### src/hdl/wood_pkg.sv
package wood_pkg;

  localparam int unsigned WINDOW      = 10;
  localparam int unsigned SAMPLE_BITS = 12;
  localparam int unsigned SAMPLE_W    = 12;
  localparam int unsigned K_W         = 7;
  localparam int unsigned IDX_W       = 24;

  localparam logic [K_W-1:0]   K_RESET   = K_W'(4);
  localparam logic [IDX_W-1:0] INDEX_MAX = {IDX_W{1'b1}};

  localparam int unsigned CLOG_W = $clog2(WINDOW);
  localparam int unsigned SLOT_W = CLOG_W;
  localparam int unsigned CNT_W  = $clog2(WINDOW + 1);
  localparam int unsigned PROD_W = 2 * SAMPLE_BITS;
  localparam int unsigned SUM_W  = SAMPLE_BITS + CLOG_W;
  localparam int unsigned SQ_W   = 2 * SAMPLE_BITS + CLOG_W;
  localparam int unsigned VAR_W  = 2 * SUM_W;
  localparam int unsigned LHS_W  = 2 * SUM_W + CLOG_W;
  localparam int unsigned KW_W   = K_W + CLOG_W;
  localparam int unsigned RHS_W  = VAR_W + KW_W;

  localparam int unsigned QUEUE_DEPTH = 2;
  localparam int unsigned QPTR_W      = (QUEUE_DEPTH > 1) ? $clog2(QUEUE_DEPTH) : 1;
  localparam int unsigned QCNT_W      = $clog2(QUEUE_DEPTH + 1);

  typedef struct packed {
    logic [SAMPLE_BITS-1:0] sample;
    logic                   restart;
    logic                   ready;
    logic [SUM_W-1:0]       sum;
    logic [SQ_W-1:0]        sq_sum;
    logic [IDX_W-1:0]       index;
  } wood_item_t;

  typedef enum logic [2:0] {
    BK_IDLE,
    BK_DEV,
    BK_SQR,
    BK_MUL,
    BK_VAR,
    BK_RHS,
    BK_DONE
  } wood_back_state_e;

endpackage

### src/hdl/wood_front.sv
module wood_front (
  input  logic                          clk_i,
  input  logic                          rst_ni,
  input  logic                          in_valid_i,
  output logic                          in_ready_o,
  input  logic [wood_pkg::SAMPLE_W-1:0] sample_i,
  input  logic                          restart_i,
  output logic                          enq_valid_o,
  input  logic                          enq_ready_i,
  output wood_pkg::wood_item_t          enq_item_o
);

  logic [wood_pkg::SAMPLE_BITS-1:0] store_q [wood_pkg::WINDOW];
  logic [wood_pkg::SUM_W-1:0]       sum_q, sum_d, sum_eff;
  logic [wood_pkg::SQ_W-1:0]        sq_sum_q, sq_sum_d, sq_sum_eff;
  logic [wood_pkg::CNT_W-1:0]       fill_q, fill_d, fill_eff;
  logic [wood_pkg::IDX_W-1:0]       pos_q, pos_d, pos_eff;
  logic [wood_pkg::SLOT_W-1:0]      slot_q, slot_d, slot_eff;
  logic [wood_pkg::SAMPLE_BITS-1:0] x, old;
  logic [wood_pkg::PROD_W-1:0]      x_sq, old_sq;
  logic                             full, push;

  always_comb begin
    x          = sample_i[wood_pkg::SAMPLE_BITS-1:0];
    sum_eff    = restart_i ? '0 : sum_q;
    sq_sum_eff = restart_i ? '0 : sq_sum_q;
    fill_eff   = restart_i ? '0 : fill_q;
    pos_eff    = restart_i ? '0 : pos_q;
    slot_eff   = restart_i ? '0 : slot_q;
    full       = (fill_eff == wood_pkg::CNT_W'(wood_pkg::WINDOW));
    old        = store_q[slot_eff];
    x_sq       = wood_pkg::PROD_W'(x) * wood_pkg::PROD_W'(x);
    old_sq     = wood_pkg::PROD_W'(old) * wood_pkg::PROD_W'(old);

    sum_d    = sum_eff - (full ? wood_pkg::SUM_W'(old) : '0) + wood_pkg::SUM_W'(x);
    sq_sum_d = sq_sum_eff - (full ? wood_pkg::SQ_W'(old_sq) : '0) + wood_pkg::SQ_W'(x_sq);
    fill_d   = full ? fill_eff : fill_eff + 1'b1;
    slot_d   = (slot_eff == wood_pkg::SLOT_W'(wood_pkg::WINDOW - 1)) ? '0 : slot_eff + 1'b1;
    pos_d    = (pos_eff == wood_pkg::INDEX_MAX) ? pos_eff : pos_eff + 1'b1;

    push        = in_valid_i && enq_ready_i;
    in_ready_o  = enq_ready_i;
    enq_valid_o = in_valid_i;

    enq_item_o.sample  = x;
    enq_item_o.restart = restart_i;
    enq_item_o.ready   = full;
    enq_item_o.sum     = sum_eff;
    enq_item_o.sq_sum  = sq_sum_eff;
    enq_item_o.index   = pos_eff;
  end

  always_ff @(posedge clk_i or negedge rst_ni) begin
    if (!rst_ni) begin
      sum_q    <= '0;
      sq_sum_q <= '0;
      fill_q   <= '0;
      pos_q    <= '0;
      slot_q   <= '0;
    end else if (push) begin
      sum_q    <= sum_d;
      sq_sum_q <= sq_sum_d;
      fill_q   <= fill_d;
      pos_q    <= pos_d;
      slot_q   <= slot_d;
    end
  end

  always_ff @(posedge clk_i) begin
    if (push) begin
      store_q[slot_eff] <= x;
    end
  end

endmodule

### src/hdl/wood_queue.sv
module wood_queue (
  input  logic                 clk_i,
  input  logic                 rst_ni,
  input  logic                 enq_valid_i,
  output logic                 enq_ready_o,
  input  wood_pkg::wood_item_t enq_item_i,
  output logic                 deq_valid_o,
  input  logic                 deq_ready_i,
  output wood_pkg::wood_item_t deq_item_o
);

  wood_pkg::wood_item_t          entry_q [wood_pkg::QUEUE_DEPTH];
  logic [wood_pkg::QPTR_W-1:0]   wr_ptr_q, wr_ptr_d, rd_ptr_q, rd_ptr_d;
  logic [wood_pkg::QCNT_W-1:0]   count_q, count_d;
  logic                          push, pop;

  always_comb begin
    enq_ready_o = (count_q != wood_pkg::QCNT_W'(wood_pkg::QUEUE_DEPTH));
    deq_valid_o = (count_q != '0);
    deq_item_o  = entry_q[rd_ptr_q];
    push        = enq_valid_i && enq_ready_o;
    pop         = deq_valid_o && deq_ready_i;
    wr_ptr_d    = wr_ptr_q;
    rd_ptr_d    = rd_ptr_q;
    if (push) begin
      wr_ptr_d = (wr_ptr_q == wood_pkg::QPTR_W'(wood_pkg::QUEUE_DEPTH - 1)) ? '0
                                                                          : wr_ptr_q + 1'b1;
    end
    if (pop) begin
      rd_ptr_d = (rd_ptr_q == wood_pkg::QPTR_W'(wood_pkg::QUEUE_DEPTH - 1)) ? '0
                                                                          : rd_ptr_q + 1'b1;
    end
    count_d = count_q + wood_pkg::QCNT_W'(push) - wood_pkg::QCNT_W'(pop);
  end

  always_ff @(posedge clk_i or negedge rst_ni) begin
    if (!rst_ni) begin
      wr_ptr_q <= '0;
      rd_ptr_q <= '0;
      count_q  <= '0;
    end else begin
      wr_ptr_q <= wr_ptr_d;
      rd_ptr_q <= rd_ptr_d;
      count_q  <= count_d;
    end
  end

  always_ff @(posedge clk_i) begin
    if (push) begin
      entry_q[wr_ptr_q] <= enq_item_i;
    end
  end

endmodule

### src/hdl/wood_back.sv
module wood_back (
  input  logic                       clk_i,
  input  logic                       rst_ni,
  input  logic                       deq_valid_i,
  output logic                       deq_ready_o,
  input  wood_pkg::wood_item_t       deq_item_i,
  input  logic [wood_pkg::K_W-1:0]   k2_i,
  output logic                       out_valid_o,
  input  logic                       out_ready_i,
  output logic                       onset_o,
  output logic                       found_o,
  output logic                       window_ready_o,
  output logic [wood_pkg::IDX_W-1:0] onset_index_o,
  output logic [wood_pkg::IDX_W-1:0] sample_index_o
);

  wood_pkg::wood_back_state_e state_q, state_d;

  wood_pkg::wood_item_t         item_q;
  logic [wood_pkg::SUM_W-1:0]   wx, dev, dev_q;
  logic [wood_pkg::VAR_W-1:0]   wq_q, sq_q, s2_q, var_q;
  logic [wood_pkg::LHS_W-1:0]   lhs_q;
  logic [wood_pkg::KW_W-1:0]    kw_q;
  logic [wood_pkg::RHS_W-1:0]   rhs_q;

  logic                         out_valid_q, out_valid_d;
  logic                         hit_q, hit_d, latch_eff, hit, breach, out_free, finish;
  logic [wood_pkg::IDX_W-1:0]   hit_pos_q, hit_pos_d, hit_pos_eff;
  logic                         onset_q, found_q, window_ready_q;
  logic [wood_pkg::IDX_W-1:0]   onset_index_q, sample_index_q;

  always_comb begin
    out_free = !out_valid_q || out_ready_i;
    state_d  = state_q;
    unique case (state_q)
      wood_pkg::BK_IDLE: if (deq_valid_i) state_d = wood_pkg::BK_DEV;
      wood_pkg::BK_DEV:  state_d = wood_pkg::BK_SQR;
      wood_pkg::BK_SQR:  state_d = wood_pkg::BK_MUL;
      wood_pkg::BK_MUL:  state_d = wood_pkg::BK_VAR;
      wood_pkg::BK_VAR:  state_d = wood_pkg::BK_RHS;
      wood_pkg::BK_RHS:  state_d = wood_pkg::BK_DONE;
      wood_pkg::BK_DONE: if (out_free) state_d = wood_pkg::BK_IDLE;
      default:           state_d = wood_pkg::BK_IDLE;
    endcase
  end

  always_comb begin
    deq_ready_o = (state_q == wood_pkg::BK_IDLE);
    finish      = (state_q == wood_pkg::BK_DONE) && out_free;

    wx  = wood_pkg::SUM_W'(wood_pkg::WINDOW) * item_q.sample;
    dev = (wx >= item_q.sum) ? wx - item_q.sum : item_q.sum - wx;

    breach      = wood_pkg::RHS_W'(lhs_q) > rhs_q;
    latch_eff   = item_q.restart ? 1'b0 : hit_q;
    hit_pos_eff = item_q.restart ? '0 : hit_pos_q;
    hit         = item_q.ready && breach && !latch_eff;
    hit_d       = latch_eff || hit;
    hit_pos_d   = hit ? item_q.index : hit_pos_eff;

    out_valid_d = finish ? 1'b1 : (out_ready_i ? 1'b0 : out_valid_q);
  end

  always_ff @(posedge clk_i or negedge rst_ni) begin
    if (!rst_ni) begin
      state_q     <= wood_pkg::BK_IDLE;
      out_valid_q <= 1'b0;
      hit_q       <= 1'b0;
      hit_pos_q   <= '0;
    end else begin
      state_q     <= state_d;
      out_valid_q <= out_valid_d;
      if (finish) begin
        hit_q     <= hit_d;
        hit_pos_q <= hit_pos_d;
      end
    end
  end

  always_ff @(posedge clk_i) begin
    if (deq_ready_o && deq_valid_i) begin
      item_q <= deq_item_i;
    end
    if (state_q == wood_pkg::BK_DEV) begin
      dev_q <= dev;
      wq_q  <= wood_pkg::VAR_W'(wood_pkg::WINDOW) * wood_pkg::VAR_W'(item_q.sq_sum);
    end
    if (state_q == wood_pkg::BK_SQR) begin
      sq_q <= wood_pkg::VAR_W'(dev_q) * wood_pkg::VAR_W'(dev_q);
    end
    if (state_q == wood_pkg::BK_MUL) begin
      lhs_q <= wood_pkg::LHS_W'(wood_pkg::WINDOW - 1) * wood_pkg::LHS_W'(sq_q);
      s2_q  <= wood_pkg::VAR_W'(item_q.sum) * wood_pkg::VAR_W'(item_q.sum);
    end
    if (state_q == wood_pkg::BK_VAR) begin
      var_q <= (wq_q >= s2_q) ? wq_q - s2_q : '0;
      kw_q  <= wood_pkg::KW_W'(wood_pkg::WINDOW) * wood_pkg::KW_W'(k2_i);
    end
    if (state_q == wood_pkg::BK_RHS) begin
      rhs_q <= wood_pkg::RHS_W'(kw_q) * wood_pkg::RHS_W'(var_q);
    end
    if (finish) begin
      onset_q        <= hit;
      found_q        <= hit_d;
      window_ready_q <= item_q.ready;
      onset_index_q  <= hit_d ? hit_pos_d : '0;
      sample_index_q <= item_q.index;
    end
  end

  assign out_valid_o    = out_valid_q;
  assign onset_o        = onset_q;
  assign found_o        = found_q;
  assign window_ready_o = window_ready_q;
  assign onset_index_o  = onset_index_q;
  assign sample_index_o = sample_index_q;

endmodule

### src/hdl/window_outlier_onset_detect.sv
// An accepted input is queued, then runs through back-end states DEV, SQR, MUL, VAR,
// RHS and DONE before its result is registered. The back end takes a new item only
// when idle, and its sequencer runs the variance test one multiplier step per cycle.
// Reset clears all control state and the running statistics at once and sets the
// deviation factor to four; no clearing pass is needed.
module window_outlier_onset_detect (
  input  logic                          clk_i,
  input  logic                          rst_ni,
  input  logic                          in_valid_i,
  output logic                          in_ready_o,
  input  logic [wood_pkg::SAMPLE_W-1:0] sample_i,
  input  logic                          restart_i,
  output logic                          out_valid_o,
  input  logic                          out_ready_i,
  output logic                          onset_o,
  output logic                          found_o,
  output logic                          window_ready_o,
  output logic [wood_pkg::IDX_W-1:0]    onset_index_o,
  output logic [wood_pkg::IDX_W-1:0]    sample_index_o,
  input  logic                          cfg_valid_i,
  output logic                          cfg_ready_o,
  input  logic [wood_pkg::K_W-1:0]      deviation_factor_sq_i
);

  logic [wood_pkg::K_W-1:0] k2_q;
  logic                     enq_valid, enq_ready, deq_valid, deq_ready;
  wood_pkg::wood_item_t     enq_item, deq_item;

  assign cfg_ready_o = 1'b1;

  always_ff @(posedge clk_i or negedge rst_ni) begin
    if (!rst_ni) begin
      k2_q <= wood_pkg::K_RESET;
    end else if (cfg_valid_i && cfg_ready_o) begin
      k2_q <= deviation_factor_sq_i;
    end
  end

  wood_front u_front (
    .clk_i       (clk_i),
    .rst_ni      (rst_ni),
    .in_valid_i  (in_valid_i),
    .in_ready_o  (in_ready_o),
    .sample_i    (sample_i),
    .restart_i   (restart_i),
    .enq_valid_o (enq_valid),
    .enq_ready_i (enq_ready),
    .enq_item_o  (enq_item)
  );

  wood_queue u_queue (
    .clk_i       (clk_i),
    .rst_ni      (rst_ni),
    .enq_valid_i (enq_valid),
    .enq_ready_o (enq_ready),
    .enq_item_i  (enq_item),
    .deq_valid_o (deq_valid),
    .deq_ready_i (deq_ready),
    .deq_item_o  (deq_item)
  );

  wood_back u_back (
    .clk_i          (clk_i),
    .rst_ni         (rst_ni),
    .deq_valid_i    (deq_valid),
    .deq_ready_o    (deq_ready),
    .deq_item_i     (deq_item),
    .k2_i           (k2_q),
    .out_valid_o    (out_valid_o),
    .out_ready_i    (out_ready_i),
    .onset_o        (onset_o),
    .found_o        (found_o),
    .window_ready_o (window_ready_o),
    .onset_index_o  (onset_index_o),
    .sample_index_o (sample_index_o)
  );

endmodule
### config.mk
export PLATFORM = sky130hd
export DESIGN_NAME = window_outlier_onset_detect
export DESIGN_NICKNAME = d
export VERILOG_FILES = /design/src/hdl/wood_pkg.sv /design/src/hdl/wood_front.sv /design/src/hdl/wood_queue.sv /design/src/hdl/wood_back.sv /design/src/hdl/window_outlier_onset_detect.sv
export SDC_FILE = /design/constraint.sdc
export NUM_CORES = 2
export LEC_CHECK = 0
export ABC_AREA = 1
export BUFFER_PORTS_ARGS = -buffer_cell sky130_fd_sc_hd__buf_4
export CORE_ASPECT_RATIO = 0.6
export CORE_MARGIN = 1.5
export CORE_UTILIZATION = 40
export CTS_CLUSTER_DIAMETER = 60
export DETAILED_ROUTE_END_ITERATION = 8
export PLACE_DENSITY = 0.6
export SLEW_MARGIN = 20
export SYNTH_ARGS = -nofsm -noshare
export SYNTH_HDL_FRONTEND = slang
export SYNTH_SLANG_ARGS = --single-unit
### constraint.sdc
create_clock -name clk_i -period 12.25 [get_ports clk_i]
set_input_delay 1.225 -clock clk_i [delete_from_list [all_inputs] [get_ports clk_i]]
set_output_delay 1.225 -clock clk_i [all_outputs]
set_load 0.005 [all_outputs]
==> run summary <==
Final RePlAce weighted congestion: 0.987. In this run the core area contains 121 standard-cell rows. The placed cell area is 77000 sq um, and the layout cell share with drive strength beyond 1 is 0.0589. Width of the die: 557 um.

The H-tree was split into 3 levels. In the synthesized netlist, the number of instances is 8266. Post-CTS repair changed the size of 0 cells.

The slowest cell on the critical path was sky130_fd_sc_hd__fa_1. The startpoint type of the worst setup path is a flop. Summing all non-filler instances in the final layout gives an area of 80200 sq um. Synthesis inferred 761 register bits. The run gives 0 as the DRC violation count after routing. Clock latency on the worst-skew pair, taken at its later pin, is 0.74 ns. Synthesis instantiated 63 different standard cells from the library. The data required time at the worst endpoint was 12.82 ns; the count of antenna-violating nets left after detailed routing was 0. The mean cell area of the mapped netlist came out at 8.91 sq um. Setup repair after global routing left no endpoint under its margin. Cell type with the highest occurrence count on the critical path: sky130_fd_sc_hd__fa_1. The flow ran to the end, and the final reports show no timing, DRC or antenna violations.

The clock transition at the registers of the reported paths is 0.07 ns, and the setup skew after layout is 0.0857 ns. The count of cells along the worst register-to-register path is 48. The most common cell after layout, fill and taps aside was sky130_fd_sc_hd__inv_1.

Source of the critical timing path: u_front.slot_q[0]$_DFFE_PN0P_. The run gives 326 mm as the wire length of the first global-routing pass. The worst register-to-register path begins at u_front.slot_q[0]$_DFFE_PN0P_. The total wirelength of the detailed-routed design is 208 mm, and the average wire per standard cell is 19.2 um. The measured slew at the worst slew-check pin came out at 1.11 ns. The first routing iteration left 5922 violations. Setup violations remaining at the end of the flow were counted as 0. The type of the worst setup path is flop to flop. In this run the worst setup path terminates at u_front.sq_sum_q[21]$_DFFE_PN0P_.

The clock drives 761 sinks. TritonCTS built the clock tree. For the arrival time of the worst setup path, the log shows 11.96 ns. The floorplan step set the die height to 335 um. The endpoint identified for the worst register-to-register timing path is u_front.sq_sum_q[21]$_DFFE_PN0P_. In the layout the commonest cells are sky130_fd_sc_hd__inv_1, sky130_fd_sc_hd__nand2_1, sky130_fd_sc_hd__fa_1. The run gives 0 as the max-slew violation total from the final report. Using the TritonRoute via totals, the vias-per-cell ratio works out to 5.10. The period utilization was 0.930. Worst relative slew slack: 0.262. The total number of vias was 55200; the growth of design area from synthesis to finish was 8.93%. The type of the most critical hold path was flop to flop. The worst path needs 11.40 ns of the cycle, external delays included. Static timing analysis puts the maximum clock frequency at 87.8 MHz. CTS placed an instance of sky130_fd_sc_hd__clkbuf_16 at the clock tree root. The number of endpoints with negative hold slack in the final report was 0; the register-to-register path setup slack was 0.85 ns. After clock tree synthesis, the flow added hold-fix buffers numbering 0. Of all nets on the critical path, the largest fanout is 12. Counting the fill cells in the layout gives 17700. Summed over all layers, the global routing overflow is 0. For the number of global-route vias before repair, the log shows 55100. The number of setup buffers added after CTS came out at 0. In this run the tool buffered the top-level ports with 77 buffer cells.

The tools report the boundary pin count as 79. Counting the buffers created by CTS gives 88. Summed over all nets, the half-perimeter wirelength after detailed placement is 165 mm. The share of async-settable or async-resettable flops after synthesis came out at 0.152. The area of the core region is 182000 sq um, and the maximum number of buffers from clock root to sink is 3. The floorplan step defined a die boundary enclosing 187000 sq um. The largest net degree at the start of global routing came out at 76. Most used flip-flop cell after synthesis: sky130_fd_sc_hd__edfxtp_1. For the warning count from the yosys run, the log shows 0. The number of synthesized flops with an enable pin works out to 645.

The tool flagged a number of max-cap violations equal to 0. The repair_antennas step left the layout with diodes totalling 0. The delay of the slowest cell on the worst path is 0.50 ns. The cell area that synthesis handed to floorplanning was 73600 sq um. Sequential cell area in the final layout: 22300 sq um. The run gives 8 as the number of antenna violations at the first check in global routing. The number of nets in the synthesized netlist is 9749.

The run gives 0.404 as the effective utilization at floorplan. The tools report the endpoint type of the worst setup path as a flop. The first TritonRoute pass finished after 8 iterations. The fraction of the yosys area taken by sequential cells is 0.302.

The overall routing resource usage is 0.226. The final layout contains 9768 nets. The area taken by multi-input logic gates was 43500 sq um. In the final timing run, aggregate negative setup slack is 0 ns.
-- worst max-delay path: cells and delay by family (launching register included) --
| family | cells | cell delay [ns] |
|---|---|---|
| adder cells (fa/ha/maj) | 13 | 5.69 |
| AND/OR/NAND/NOR | 14 | 2.08 |
| AO/OA/AOI/OAI | 8 | 1.56 |
| buffers and inverters | 13 | 1.41 |
| flip-flops | 1 | 0.48 |
-- flip-flops by register name, summed over array words and instances (netlist names), 32 cells and up --
name / cells
u_back.item_q: 82
u_back.lhs_q: 35
u_back.rhs_q: 42
u_back.var_q: 32
u_front.store_q: 120
u_queue.entry_q: 164
-- Yosys cell counts (29+ instances only) --
cell                       instances  area share
sky130_fd_sc_hd__mux2_2           88       0.013
sky130_fd_sc_hd__o21bai_1         49      0.0050
sky130_fd_sc_hd__o21ai_0         240       0.016
sky130_fd_sc_hd__xnor2_1          80      0.0095
sky130_fd_sc_hd__fa_1            788        0.21
sky130_fd_sc_hd__xor2_1          169       0.020
sky130_fd_sc_hd__nor3_1           76      0.0052
sky130_fd_sc_hd__nand4_1          85      0.0072
sky130_fd_sc_hd__inv_1          1846       0.094
sky130_fd_sc_hd__a21oi_1         354       0.024
sky130_fd_sc_hd__nand3_1         230       0.016
sky130_fd_sc_hd__nand2_1        1751       0.089
sky130_fd_sc_hd__o22ai_1          37      0.0031
sky130_fd_sc_hd__ha_1            670        0.11
sky130_fd_sc_hd__clkbuf_1        171      0.0087
sky130_fd_sc_hd__nor2_1          557       0.028
sky130_fd_sc_hd__a21o_1           41      0.0042
sky130_fd_sc_hd__edfxtp_1        645        0.26
sky130_fd_sc_hd__dfrtp_1         115       0.039
sky130_fd_sc_hd__or2_2            29      0.0025
-- area by class of cell --
| class | count | area share |
|---|---|---|
| multi-input combinational | 5411 | 0.542 |
| clock buffer | 105 | 0.0288 |
| clock inverter | 60 | 0.0111 |
| timing repair buffer | 149 | 0.0142 |
| tap | 2460 | 0.0384 |
| inverter | 1874 | 0.0878 |
| sequential | 761 | 0.278 |
-- metrics by stage --
stage | util | hold slack (ns) | setup WS [ns] | cells
finish | 0.440 | 0.446 | 0.854 | 10800
global route | 0.440 | 0.445 | 0.178 | 10800
CTS | 0.440 | 0.429 | 1.02 | 10800
detailed placement | 0.423 | 0.442 | 0.399 | 10700
global placement | 0.423 | 0.443 | 0.579 | 10700
floorplan | - | 0.424 | 1.76 | 8266
-- worst min-delay path by stage --
stage	startpoint	end	slack, ns	cells after the start
CTS	u_back.item_q[23]$_DFFE_PP_	u_back.sample_index_o[23]$_DFFE_PP_	0.43	0
floorplan	u_back.dev_q[0]$_DFFE_PP_	u_back.sq_q[0]$_DFFE_PP_	0.42	0
finish	u_back.item_q[23]$_DFFE_PP_	u_back.sample_index_o[23]$_DFFE_PP_	0.45	0
detailed placement	u_back.item_q[18]$_DFFE_PP_	u_back.sample_index_o[18]$_DFFE_PP_	0.44	0
global placement	u_back.item_q[23]$_DFFE_PP_	u_back.sample_index_o[23]$_DFFE_PP_	0.44	0
global route	u_back.item_q[23]$_DFFE_PP_	u_back.sample_index_o[23]$_DFFE_PP_	0.44	0
-- cells by family after synthesis --
logic type,Yosys count,share of synthesized area
AO/OA/AOI/OAI,825,0.0635
multiplexers,88,0.0135
flip-flops,761,0.302
XOR/XNOR,249,0.0296
other,2,0.000102
AND/OR/NAND/NOR,2789,0.155
adder cells (fa/ha/maj),1458,0.328
buffers and inverters,2094,0.108
-- routing by layer --
layer | GRT usage | wire length (um) | vias to the layer above
met5 | 0.00155 | 40 | -
met1 | 0.379 | 108000 | 27100
li1 | - | - | 25900
met4 | 0.0360 | 2970 | 2
met2 | 0.285 | 74800 | 2119
met3 | 0.0550 | 21500 | 180
Power is left out: the tool's default activity adds up to more than one toggle a clock period on the data nets, which glitch-free logic cannot reach.
